### config.mk
export PLATFORM = sky130hd
export DESIGN_NAME = connection_table_with_aging
export DESIGN_NICKNAME = d
export VERILOG_FILES = /design/src/rtl/ctat_pkg.sv /design/src/rtl/ctat_ram.sv /design/src/rtl/connection_table_with_aging.sv
export SDC_FILE = /design/constraint.sdc
export NUM_CORES = 2
export LEC_CHECK = 0
export ABC_AREA = 1
export BUFFER_PORTS_ARGS = -buffer_cell sky130_fd_sc_hd__buf_2
export CAP_MARGIN = 20
export CORE_MARGIN = 2
export CORE_UTILIZATION = 40
export CTS_CLUSTER_DIAMETER = 100
export CTS_CLUSTER_SIZE = 8
export DETAILED_ROUTE_END_ITERATION = 7
export PLACE_DENSITY_LB_ADDON = 0.3
export SLEW_MARGIN = 20
export SYNTH_ARGS = -nofsm -noshare
export SYNTH_HDL_FRONTEND = slang
export SYNTH_HIERARCHICAL = 1
export SYNTH_SLANG_ARGS = --single-unit
### constraint.sdc
create_clock -name clock -period 10.2 [get_ports clock]
set_input_delay 2.04 -clock clock [delete_from_list [all_inputs] [get_ports clock]]
set_output_delay 2.04 -clock clock [all_outputs]
set_load 0.03 [all_outputs]
### src/rtl/ctat_pkg.sv
// Shared constants, types and codes for the connection table with aging.
package ctat_pkg;

   localparam int ENTRIES     = 16;
   localparam int KEY_BITS    = 64;
   localparam int IDX_BITS    = (ENTRIES > 1) ? $clog2(ENTRIES) : 1;
   localparam int STAMP_BITS  = 32;
   localparam int OWNER_BITS  = 64;
   localparam int ENTRY_BITS  = KEY_BITS + STAMP_BITS + OWNER_BITS;
   localparam int PEER_BITS   = 64;
   localparam int REQ_DATA_BITS = PEER_BITS + OWNER_BITS + STAMP_BITS;
   localparam int SLOT_BITS   = 4;
   localparam int STATUS_BITS = 2;
   localparam int RSP_DATA_BITS = 8;
   localparam logic [STAMP_BITS-1:0] TIMEOUT_RESET = 32'd10000;
   localparam logic [IDX_BITS-1:0] LAST_IDX = IDX_BITS'(ENTRIES - 1);

   typedef enum logic [1:0] {
      CMD_ADD    = 2'd0,
      CMD_DROP   = 2'd1,
      CMD_LOOKUP = 2'd2,
      CMD_SWEEP  = 2'd3
   } cmd_type;

   typedef enum logic [STATUS_BITS-1:0] {
      STAT_OK      = 2'd0,
      STAT_PRESENT = 2'd1,
      STAT_FULL    = 2'd2,
      STAT_ABSENT  = 2'd3
   } status_type;

   typedef enum logic [1:0] {
      S_IDLE,
      S_SCAN,
      S_DRAIN,
      S_FINISH
   } state_type;

endpackage

### src/rtl/ctat_ram.sv
// Generic simple dual-port RAM with one write port and a registered read port.
module ctat_ram #(
   parameter int WIDTH = 8,
   parameter int DEPTH = 16
) (
   input  logic                             clock,
   input  logic                             wr_en,
   input  logic [$clog2(DEPTH > 1 ? DEPTH : 2)-1:0] wr_addr,
   input  logic [WIDTH-1:0]                 wr_data,
   input  logic [$clog2(DEPTH > 1 ? DEPTH : 2)-1:0] rd_addr,
   output logic [WIDTH-1:0]                 rd_data
);
   logic [WIDTH-1:0] mem [DEPTH];

   always_ff @(posedge clock) begin
      if (wr_en) begin
         mem[wr_addr] <= wr_data;
      end
      rd_data <= mem[rd_addr];
   end
endmodule

### src/rtl/connection_table_with_aging.sv
// Top level of the connection table with timeout aging.
//
// Usage: each request beat on req_* carries one command (add, drop, lookup or
// sweep) in req_tuser and the peer key, owner id and current time in
// req_tdata. Every request yields exactly one response beat on rsp_* with a
// status and a slot number. The idle timeout is written through csr_*; the
// user must write it only while no request is in flight, as the block itself does not enforce this.
// Sequence: a request is taken in the idle state, then every one of the
// ENTRIES slots is read from the entry RAM, one slot per cycle, a drain
// state covers the read latency of the last slot, and a finish state updates
// the table and loads the response register. The block takes no new request
// until it is through with the current one; the slot scan through the
// single read port of the entry RAM sets how long an item occupies it.
// The response sits in an output register, so the next request is accepted
// while a response still waits to be taken. If the receiver stalls, the next
// command finishes its scan and then holds before its table update until the
// response register is free; no response is lost or reordered.
// Reset clears all valid bits, restores the timeout to 10000 ms and returns
// the sequencer to idle; the RAM contents are never read without a valid bit.
module connection_table_with_aging (
   input  logic                               clock,
   input  logic                               reset,
   // Request tdata, from the lowest bit up: peer_key, owner_id, now_ms.
   input  logic                               req_tvalid,
   output logic                               req_tready,
   input  logic [ctat_pkg::REQ_DATA_BITS-1:0] req_tdata,
   // Request tuser: command.
   input  logic [1:0]                         req_tuser,
   // Response tdata, from the lowest bit up: status, slot, zero fill.
   output logic                               rsp_tvalid,
   input  logic                               rsp_tready,
   output logic [ctat_pkg::RSP_DATA_BITS-1:0] rsp_tdata,
   // Timeout register write channel.
   input  logic                               csr_valid,
   output logic                               csr_ready,
   input  logic [ctat_pkg::STAMP_BITS-1:0]    csr_data
);
   import ctat_pkg::*;

   // Sequencer and request registers.
   state_type                state_ff, state_in;
   cmd_type                  cmd_ff, cmd_in;
   logic [KEY_BITS-1:0]      key_ff, key_in;
   logic [OWNER_BITS-1:0]    owner_ff, owner_in;
   logic [STAMP_BITS-1:0]    now_ff, now_in;
   logic [STAMP_BITS-1:0]    timeout_ff, timeout_in;

   // Scan pipeline: the read address and the slot whose data is on the RAM output.
   logic [IDX_BITS-1:0]      rd_idx_ff, rd_idx_in;
   logic [IDX_BITS-1:0]      chk_idx_ff, chk_idx_in;
   logic                     chk_vld_ff, chk_vld_in;

   // Search results gathered during the scan.
   logic                     hit_ff, hit_in;
   logic [IDX_BITS-1:0]      hit_idx_ff, hit_idx_in;
   logic                     free_ff, free_in;
   logic [IDX_BITS-1:0]      free_idx_ff, free_idx_in;

   logic [ENTRIES-1:0]       valid_ff, valid_in;

   // Response register.
   logic                     rsp_vld_ff, rsp_vld_in;
   status_type               status_ff, status_in;
   logic [SLOT_BITS-1:0]     slot_ff, slot_in;

   // RAM ports.
   logic                     wr_en;
   logic [IDX_BITS-1:0]      wr_addr;
   logic [ENTRY_BITS-1:0]    wr_data;
   logic [ENTRY_BITS-1:0]    rd_data;

   // Fields of the entry on the RAM output.
   logic                     ent_vld;
   logic [KEY_BITS-1:0]      ent_key;
   logic [STAMP_BITS-1:0]    ent_stamp;
   logic [STAMP_BITS-1:0]    ent_expiry;
   logic                     rsp_free;

   // One entry word is {owner, stamp, key}, key in the lowest bits.
   ctat_ram #(
      .WIDTH(ENTRY_BITS),
      .DEPTH(ENTRIES)
   ) u_entry_ram (
      .clock  (clock),
      .wr_en  (wr_en),
      .wr_addr(wr_addr),
      .wr_data(wr_data),
      .rd_addr(rd_idx_ff),
      .rd_data(rd_data)
   );

   assign ent_vld    = valid_ff[chk_idx_ff];
   assign ent_key    = rd_data[KEY_BITS-1:0];
   assign ent_stamp  = rd_data[KEY_BITS +: STAMP_BITS];
   // The sum wraps at 32 bits, so an entry near the top of the clock range
   // can expire early.
   assign ent_expiry = STAMP_BITS'(ent_stamp + timeout_ff);
   assign rsp_free   = !rsp_vld_ff || rsp_tready;

   assign req_tready = (state_ff == S_IDLE);
   assign csr_ready  = 1'b1;
   assign rsp_tvalid = rsp_vld_ff;
   assign rsp_tdata  = RSP_DATA_BITS'({slot_ff, status_ff});

   always_comb begin
      state_in    = state_ff;
      cmd_in      = cmd_ff;
      key_in      = key_ff;
      owner_in    = owner_ff;
      now_in      = now_ff;
      timeout_in  = timeout_ff;
      rd_idx_in   = rd_idx_ff;
      chk_idx_in  = chk_idx_ff;
      chk_vld_in  = 1'b0;
      hit_in      = hit_ff;
      hit_idx_in  = hit_idx_ff;
      free_in     = free_ff;
      free_idx_in = free_idx_ff;
      valid_in    = valid_ff;
      rsp_vld_in  = rsp_vld_ff && !rsp_tready;
      status_in   = status_ff;
      slot_in     = slot_ff;
      wr_en       = 1'b0;
      wr_addr     = chk_idx_ff;
      wr_data     = '0;

      if (csr_valid) begin
         timeout_in = csr_data;
      end

      // Look at the slot whose data arrived from the RAM this cycle.
      if (chk_vld_ff) begin
         if (ent_vld && (ent_key == key_ff) && !hit_ff) begin
            hit_in     = 1'b1;
            hit_idx_in = chk_idx_ff;
         end
         if (!ent_vld && !free_ff) begin
            free_in     = 1'b1;
            free_idx_in = chk_idx_ff;
         end
         // Sweep clears expired entries as it passes them.
         if ((cmd_ff == CMD_SWEEP) && ent_vld && (ent_expiry < now_ff)) begin
            valid_in[chk_idx_ff] = 1'b0;
            wr_en                = 1'b1;
            wr_addr              = chk_idx_ff;
            wr_data              = '0;
         end
      end

      unique case (state_ff)
         S_IDLE: begin
            if (req_tvalid) begin
               cmd_in    = cmd_type'(req_tuser);
               key_in    = req_tdata[KEY_BITS-1:0];
               owner_in  = req_tdata[PEER_BITS +: OWNER_BITS];
               now_in    = req_tdata[PEER_BITS + OWNER_BITS +: STAMP_BITS];
               rd_idx_in = '0;
               hit_in    = 1'b0;
               free_in   = 1'b0;
               state_in  = S_SCAN;
            end
         end
         S_SCAN: begin
            chk_vld_in = 1'b1;
            chk_idx_in = rd_idx_ff;
            if (rd_idx_ff == LAST_IDX) begin
               state_in = S_DRAIN;
            end else begin
               rd_idx_in = rd_idx_ff + 1'b1;
            end
         end
         S_DRAIN: begin
            state_in = S_FINISH;
         end
         S_FINISH: begin
            // Table update and response load happen together, once the
            // response register can take the result.
            if (rsp_free) begin
               rsp_vld_in = 1'b1;
               status_in  = STAT_OK;
               slot_in    = '0;
               state_in   = S_IDLE;
               unique case (cmd_ff)
                  CMD_ADD: begin
                     if (hit_ff) begin
                        status_in = STAT_PRESENT;
                        slot_in   = SLOT_BITS'(hit_idx_ff);
                     end else if (free_ff) begin
                        valid_in[free_idx_ff] = 1'b1;
                        wr_en     = 1'b1;
                        wr_addr   = free_idx_ff;
                        wr_data   = {owner_ff, now_ff, key_ff};
                        slot_in   = SLOT_BITS'(free_idx_ff);
                     end else begin
                        status_in = STAT_FULL;
                     end
                  end
                  CMD_DROP: begin
                     if (hit_ff) begin
                        valid_in[hit_idx_ff] = 1'b0;
                        wr_en     = 1'b1;
                        wr_addr   = hit_idx_ff;
                        wr_data   = '0;
                        slot_in   = SLOT_BITS'(hit_idx_ff);
                     end else begin
                        status_in = STAT_ABSENT;
                     end
                  end
                  CMD_LOOKUP: begin
                     if (hit_ff) begin
                        slot_in   = SLOT_BITS'(hit_idx_ff);
                     end else begin
                        status_in = STAT_ABSENT;
                     end
                  end
                  CMD_SWEEP: begin
                     status_in = STAT_OK;
                  end
               endcase
            end
         end
      endcase
   end

   always_ff @(posedge clock) begin
      if (reset) begin
         state_ff   <= S_IDLE;
         timeout_ff <= TIMEOUT_RESET;
         valid_ff   <= '0;
         chk_vld_ff <= 1'b0;
         rsp_vld_ff <= 1'b0;
         hit_ff     <= 1'b0;
         free_ff    <= 1'b0;
      end else begin
         state_ff   <= state_in;
         timeout_ff <= timeout_in;
         valid_ff   <= valid_in;
         chk_vld_ff <= chk_vld_in;
         rsp_vld_ff <= rsp_vld_in;
         hit_ff     <= hit_in;
         free_ff    <= free_in;
      end
   end

   always_ff @(posedge clock) begin
      cmd_ff      <= cmd_in;
      key_ff      <= key_in;
      owner_ff    <= owner_in;
      now_ff      <= now_in;
      rd_idx_ff   <= rd_idx_in;
      chk_idx_ff  <= chk_idx_in;
      hit_idx_ff  <= hit_idx_in;
      free_idx_ff <= free_idx_in;
      status_ff   <= status_in;
      slot_ff     <= slot_in;
   end
endmodule
; ---- Word-level counts from Yosys, hierarchy flattened
; Memory sizes are Yosys's and may differ from the RTL's. A register that Yosys moved wholly into a read port is not among the register bits.
; Index checks and enable logic that the tools add are counted.
[word_totals]
output_inout_bits = 11
memories = 1
ram_bits = 2560
register_bits = 238
inputBits = 199
[mem_list]
columns = memory, words, word_bits, read_ports, rd_ports_with_merged_regs, write_ports, line
row1 = u_entry_ram.mem, 16, 160, 1, 1, 1, ctat_ram.sv:13  ; logic [WIDTH-1:0] mem [DEPTH];
[op_classes]
n_bitwise = 5
n_addsub = 2
reduce_logical = 25
n_eq_ne = 12
magnitude_cmp = 7
mux = 63
[op_table]
columns = op, count
row1 = 160-bit 2-to-1 mux, 5
row2 = 16-bit 2-to-1 mux, 7
row3 = 64-bit == test, 1
row4 = 4-bit 2-to-1 mux, 10
row5 = 32-bit adder, 1
row6 = 16-bit AND, 2
row7 = 32-bit less-than comparator, 1
row8 = 16-bit inverter, 2
row9 = 16-bit one-hot mux with 2 select lines, 1
row10 = 1-bit 2-to-1 mux, 24
row11 = 4-bit one-hot mux with 2 select lines, 3
row12 = 16-bit bitwise OR, 1
row13 = 4-bit by 5-bit less-than comparator with 1-bit output (second input constant), 3
row14 = 1-bit demux with 4-bit select, 3
row15 = 4-bit by 1-bit >= comparator with 1-bit output (second input constant), 3
row16 = 2-bit 2-to-1 mux, 6
row17 = 1-bit logical AND, 9
row18 = 2-bit == test (second input constant), 4
row19 = 2-bit != test (second input constant), 4
row20 = 2-bit one-hot mux with 4 select lines, 1
row21 = 2-bit AND reduction, 4
row22 = 2-bit one-hot mux with 3 select lines, 1
row23 = 3-bit AND reduction, 2
row24 = 1-bit zero test, 5
row25 = 9 further kinds, 11

; ---- Logic depth before layout (Yosys ltp)
[logic_depth]
word_depth = 14
ltp_mapped = 24
mapped_depth_nobuf = 23

; ---- Modules after synthesis
; Netlist, hierarchy kept.
[by_module_without_submodules]
columns = module, n_inst, seq_area_each_um2, cells_per_inst, area_per_inst_um2
row1 = ctat_ram, 1, 80076.8, 9723, 109735.2
row2 = connection_table_with_aging, 1, 6606.3, 1532, 13133.8

; ---- Least setup slack after synthesis
; OpenSTA, ideal clock, no wires.
[synth_path]
path_type = flip-flop to flip-flop
start = reg timeout_ff[0]
end = mem u_entry_ram/mem[12][0] (netlist name) (enable)
path_buffers = 1
synth_period_minus_slack_ns = 10.654
t_required_ns = 9.517
path_stages_with_launch = 23
slack_ns = -0.454
arrival_time_ns = 9.971
path_cell_list = dfxtp_1 > ha_1 > inv_1 > fa_1 > o21ai_1 > a21oi_1 > o21ai_1 > nand2_1 > nand2_1 > nand2_1 > o211ai_1 > xor2_1 > ha_1 > nand2_1 > o21ai_0 > nand2_1 > a21oi_1 > nor3_4 > buf_6 > nand2_1 > o21ai_1 > nand3_1 > nor2_1
[synth_via]
elab_chain_cells = 12
elab_cells_between_ends = 13
classes_between = add/sub: 1 / order compare: 1 / mux: 10 / reduce/logical: 1
[synth_lines]
columns = element, line
row1 = from (decl), connection_table_with_aging.sv:46  ; logic [STAMP_BITS-1:0] timeout_ff, timeout_in;
row2 = from (signal assigned), connection_table_with_aging.sv:236  ; timeout_ff <= timeout_in;
row3 = 32-bit adder *, connection_table_with_aging.sv:97  ; assign ent_expiry = STAMP_BITS'(ent_stamp + timeout_ff);
row4 = 32-bit less-than comparator *, connection_table_with_aging.sv:142  ; if ((cmd_ff == CMD_SWEEP) && ent_vld && (ent_expiry < now_ff)) begin
row5 = 1-bit logical AND *, connection_table_with_aging.sv:142
row6 = 1-bit 2-to-1 mux *, connection_table_with_aging.sv:142
row7 = 1-bit 2-to-1 mux *, connection_table_with_aging.sv:132  ; if (chk_vld_ff) begin
row8 = 1-bit 2-to-1 mux, connection_table_with_aging.sv:188  ; end else if (free_ff) begin
row9 = 1-bit 2-to-1 mux, connection_table_with_aging.sv:185  ; if (hit_ff) begin
row10 = 1-bit one-hot mux with 2 select lines, connection_table_with_aging.sv:183  ; unique case (cmd_ff)
row11 = 1-bit 2-to-1 mux, connection_table_with_aging.sv:178  ; if (rsp_free) begin
row12 = 1-bit 2-to-1 mux *, connection_table_with_aging.sv:150  ; unique case (state_ff)
row13 = named net wr_en, connection_table_with_aging.sv:67  ; logic wr_en;
row14 = 1-bit 2-to-1 mux *, ctat_ram.sv:16  ; if (wr_en) begin
row15 = 1-bit 2-to-1 mux (not written as such) *, ctat_ram.sv:17  ; mem[wr_addr] <= wr_data;
row16 = to (decl), ctat_ram.sv:13
; Mark *: on every way through the listed nets, which the timed path passes. The rest lies on a longest branch.

; ---- Worst setup path after layout
[layout_path]
start = reg timeout_ff[0]
end = mem u_entry_ram/mem[13][89] (netlist name) (enable)
; Same word-level chain as after synthesis.

==> results.tsv <==
stage	metric	value	unit
clock_tree	cts_root_buf	clkbuf_16	
power_and_ir_drop	combPwrFrac	28.7	%
routing	top_layer_used	met5	
synth	syn_inst	7259	
sta	max_slew_margin	17.70	%
min_path	hold_path_depth	2	
routing	ant_nets	0	
placement	portBuffers	142	
die	die_x	443.0	um
cells_and_area	synthToLayoutAreaGrowth	13.63	%
sta	fmax	0.1471	GHz
grt	grt_pass1_wl	304800	um
routing	drtPass1Iterations	5	
sta	final.min_clock_period	6797	ps
synth	syn_avg_cell_area	10.62	um^2
critical_path	startpoint	timeout_ff[0]$_SDFFE_PP0P_	
synth	yosys_warnings	6	
grt	antenna_found_initial	8	
placement	place_ws	3521	ps
critical_path	path_class	reg2reg	
power_and_ir_drop	peakVddDrop	0.3025	mV
sta	slew_violations	0	
routing	dr_wl_met3	14540	um
cells_and_area	final_util	45.63	%
grt	grt-ovfl-total	0	
clock_tree	path_clk_slew	50	ps
critical_path	reg2reg_depth	22	
routing	drt-initial-drc-count	5145	
critical_path	cp.arrival	7240	ps
power_and_ir_drop	internal-power	15340	uW
sta	setup_violations	0	
placement	gp_congestion	0.8759	
sta	finalHoldViolCount	0	
clock_tree	clk_latency	920	ps
cells_and_area	fill_cells	17420	
power_and_ir_drop	switching_share	34.49	%
routing	num_vias	51300	
power_and_ir_drop	p_leak	0.03555	uW
cells_and_area	drive_gt1_share	8.381	%
power_and_ir_drop	switchingPower	8079	uW
die	die_h	443.0	um
clock_tree	post_cts_buffers	0	
die	io_pins	210	
sta	rsz0062_at_grt	false	
critical_path	critPathCaptureType	flop	
die	core	192000	um^2
clock_tree	clock-sinks	1806	
die	die_area	196300	um^2
routing	vias_per_cell	5.107	
power_and_ir_drop	power.share.sequential	36.7	%
critical_path	cp_max_fo	46	
sta	setup_slack	3403	ps
clock_tree	ctsLongestPathBuffers	4	
grt	grt_max_degree	245	
min_path	min_to	timeout_ff[13]$_SDFFE_PP1P_	
power_and_ir_drop	power_density	267.4	nW/um^2
min_path	worstHoldPathType	reg2reg	
grt	grt_pass1_vias	49000	
clock_tree	htreeDepth	5	
critical_path	start_kind	flop	
status	status	complete, no violations	
sta	hold_slack	472.4	ps
cells_and_area	finalNetCount	7629	
clock_tree	numCtsBuffers	275	
power_and_ir_drop	p_total	23420	uW
clock_tree	postCtsHoldBufs	0	
critical_path	r2r-end	u_entry_ram/mem[13][89]$_DFFE_PP_	
sta	period_share	66.64	%
clock_tree	cts_tree	built	
critical_path	regToRegStartpoint	timeout_ff[0]$_SDFFE_PP0P_	
placement	hpwl	100700	um
routing	drc	0	
min_path	min_from	timeout_ff[13]$_SDFFE_PP1P_	
sta	fin_tns_setup	0	ps
sta	worst_slew_pin_slew	1235	ps
routing	wl_met2	95270	um
die	rows	161	
synth	synth_area	77090	um^2
grt	track_usage	20.42	%
routing	routedWlPerCell	20.40	um
power_and_ir_drop	p_clk_share	34.7	%
routing	wirelength	204900	um
critical_path	r2r_slack	3400	ps
routing	met1Wirelength	88340	um
clock_tree	cts-resized-gates	0	
sta	finClkSkew	95.30	ps
die	initial_core_util	40.16	%
run	cap_viol_max_count	0	
critical_path	required	10640	ps
[through the flow]
step                      area, um^2  std cells
final                          87600      10040
after global routing           87600      10040
after CTS                      87540      10040
after detailed placement       79860       9606
after global placement         79750       9602
after floorplan                77090       7260
[how the worst max path moves through the flow]
stage	endpoint	slack (ps)	cells past startpoint
2_1_floorplan	u_entry_ram/mem[12][0]$_DFFE_PP_	2320	22
3_3_place_gp	u_entry_ram/mem[7][94]$_DFFE_PP_	3380	22
3_5_place_dp	u_entry_ram/mem[5][39]$_DFFE_PP_	3520	22
4_1_cts	u_entry_ram/mem[13][89]$_DFFE_PP_	3460	22
5_1_grt	u_entry_ram/mem[5][67]$_DFFE_PP_	3010	22
6_report	u_entry_ram/mem[13][89]$_DFFE_PP_	3400	22
[power by group through the flow]
| stage | clock [uW] | sequential [uW] | combinational, uW |
|---|---|---|---|
| floorplan | 0 | 8630 | 5060 |
| global placement | 0 | 8720 | 6620 |
| detailed placement | 0 | 8730 | 6670 |
| CTS | 8260 | 8590 | 6700 |
| global route | 8540 | 8610 | 7480 |
| finish | 8120 | 8590 | 6710 |
[registers in the layout, indices dropped and copies added, names as in the netlist, 2 cells and up]
name / count
now_ff: 32
free_idx_ff: 4
key_ff: 64
rd_idx_ff: 4
slot_ff: 4
hit_idx_ff: 4
status_ff: 2
u_entry_ram/mem: 1536
timeout_ff: 32
chk_idx_ff: 4
cmd_ff: 2
valid_ff: 16
u_entry_ram/rd_data: 96
state_ff: 2
[cells in the final DEF, fill, tap and decap left out, types with 3 or more instances in the layout]
cell type,count
a211oi_1,8
a21boi_0,3
a21o_1,10
a21oi_1,76
a221oi_1,3
a22oi_1,4
a31oi_1,7
buf_12,16
buf_16,4
buf_2,142
buf_4,109
clkbuf_1,147
clkbuf_16,282
conb_1,3
dfxtp_1,150
edfxtp_1,1656
ha_1,70
inv_1,824
inv_6,7
nand2_1,2330
nand3_1,1147
nand3_2,9
nand3b_1,4
nand4_1,17
nor2_1,176
nor2_2,4
nor2_4,17
nor3_1,79
nor3_2,6
nor4_1,7
o21ai_0,85
o21ai_1,3
o21bai_1,4
o22ai_1,8
or2_2,20
xnor2_1,24
xor2_1,29
[layout make-up]
class                      count  area (um^2)  area share (%)
timing repair buffer         272         1971           2.250
inverter                     834         3181           3.631
clock inverter                 5        51.30         0.05856
antenna                        1        2.502        0.002857
sequential                  1806        52730           60.20
multi-input combinational   4170        18880           21.55
clock buffer                 430         7622           8.701
tap                         2526         3161           3.608
[critical path, cell delays in order (launching register included)]
cell      delay, ps
dfxtp_1         340
ha_1            170
inv_1            60
fa_1            410
o21ai_1         320
a21oi_1         180
o21ai_1         330
nand2_1          90
nand2_1         160
nand2_1          90
o211ai_1        160
xor2_1          190
ha_1            240
nand2_1          80
o21ai_0         100
nand2_1          70
a21oi_1         130
nor3_4          780
nand2_1         110
o21ai_1         180
nand3_1         370
nor2_4          740
buf_4           930
[metal layers]
metal,vias up,GRT usage (%)
met5,-,0
met4,2,7.578
met3,421,3.175
met2,1934,32.83
met1,24670,27.97
li1,24270,-
Note: power is estimated with default switching activity, not from simulation.
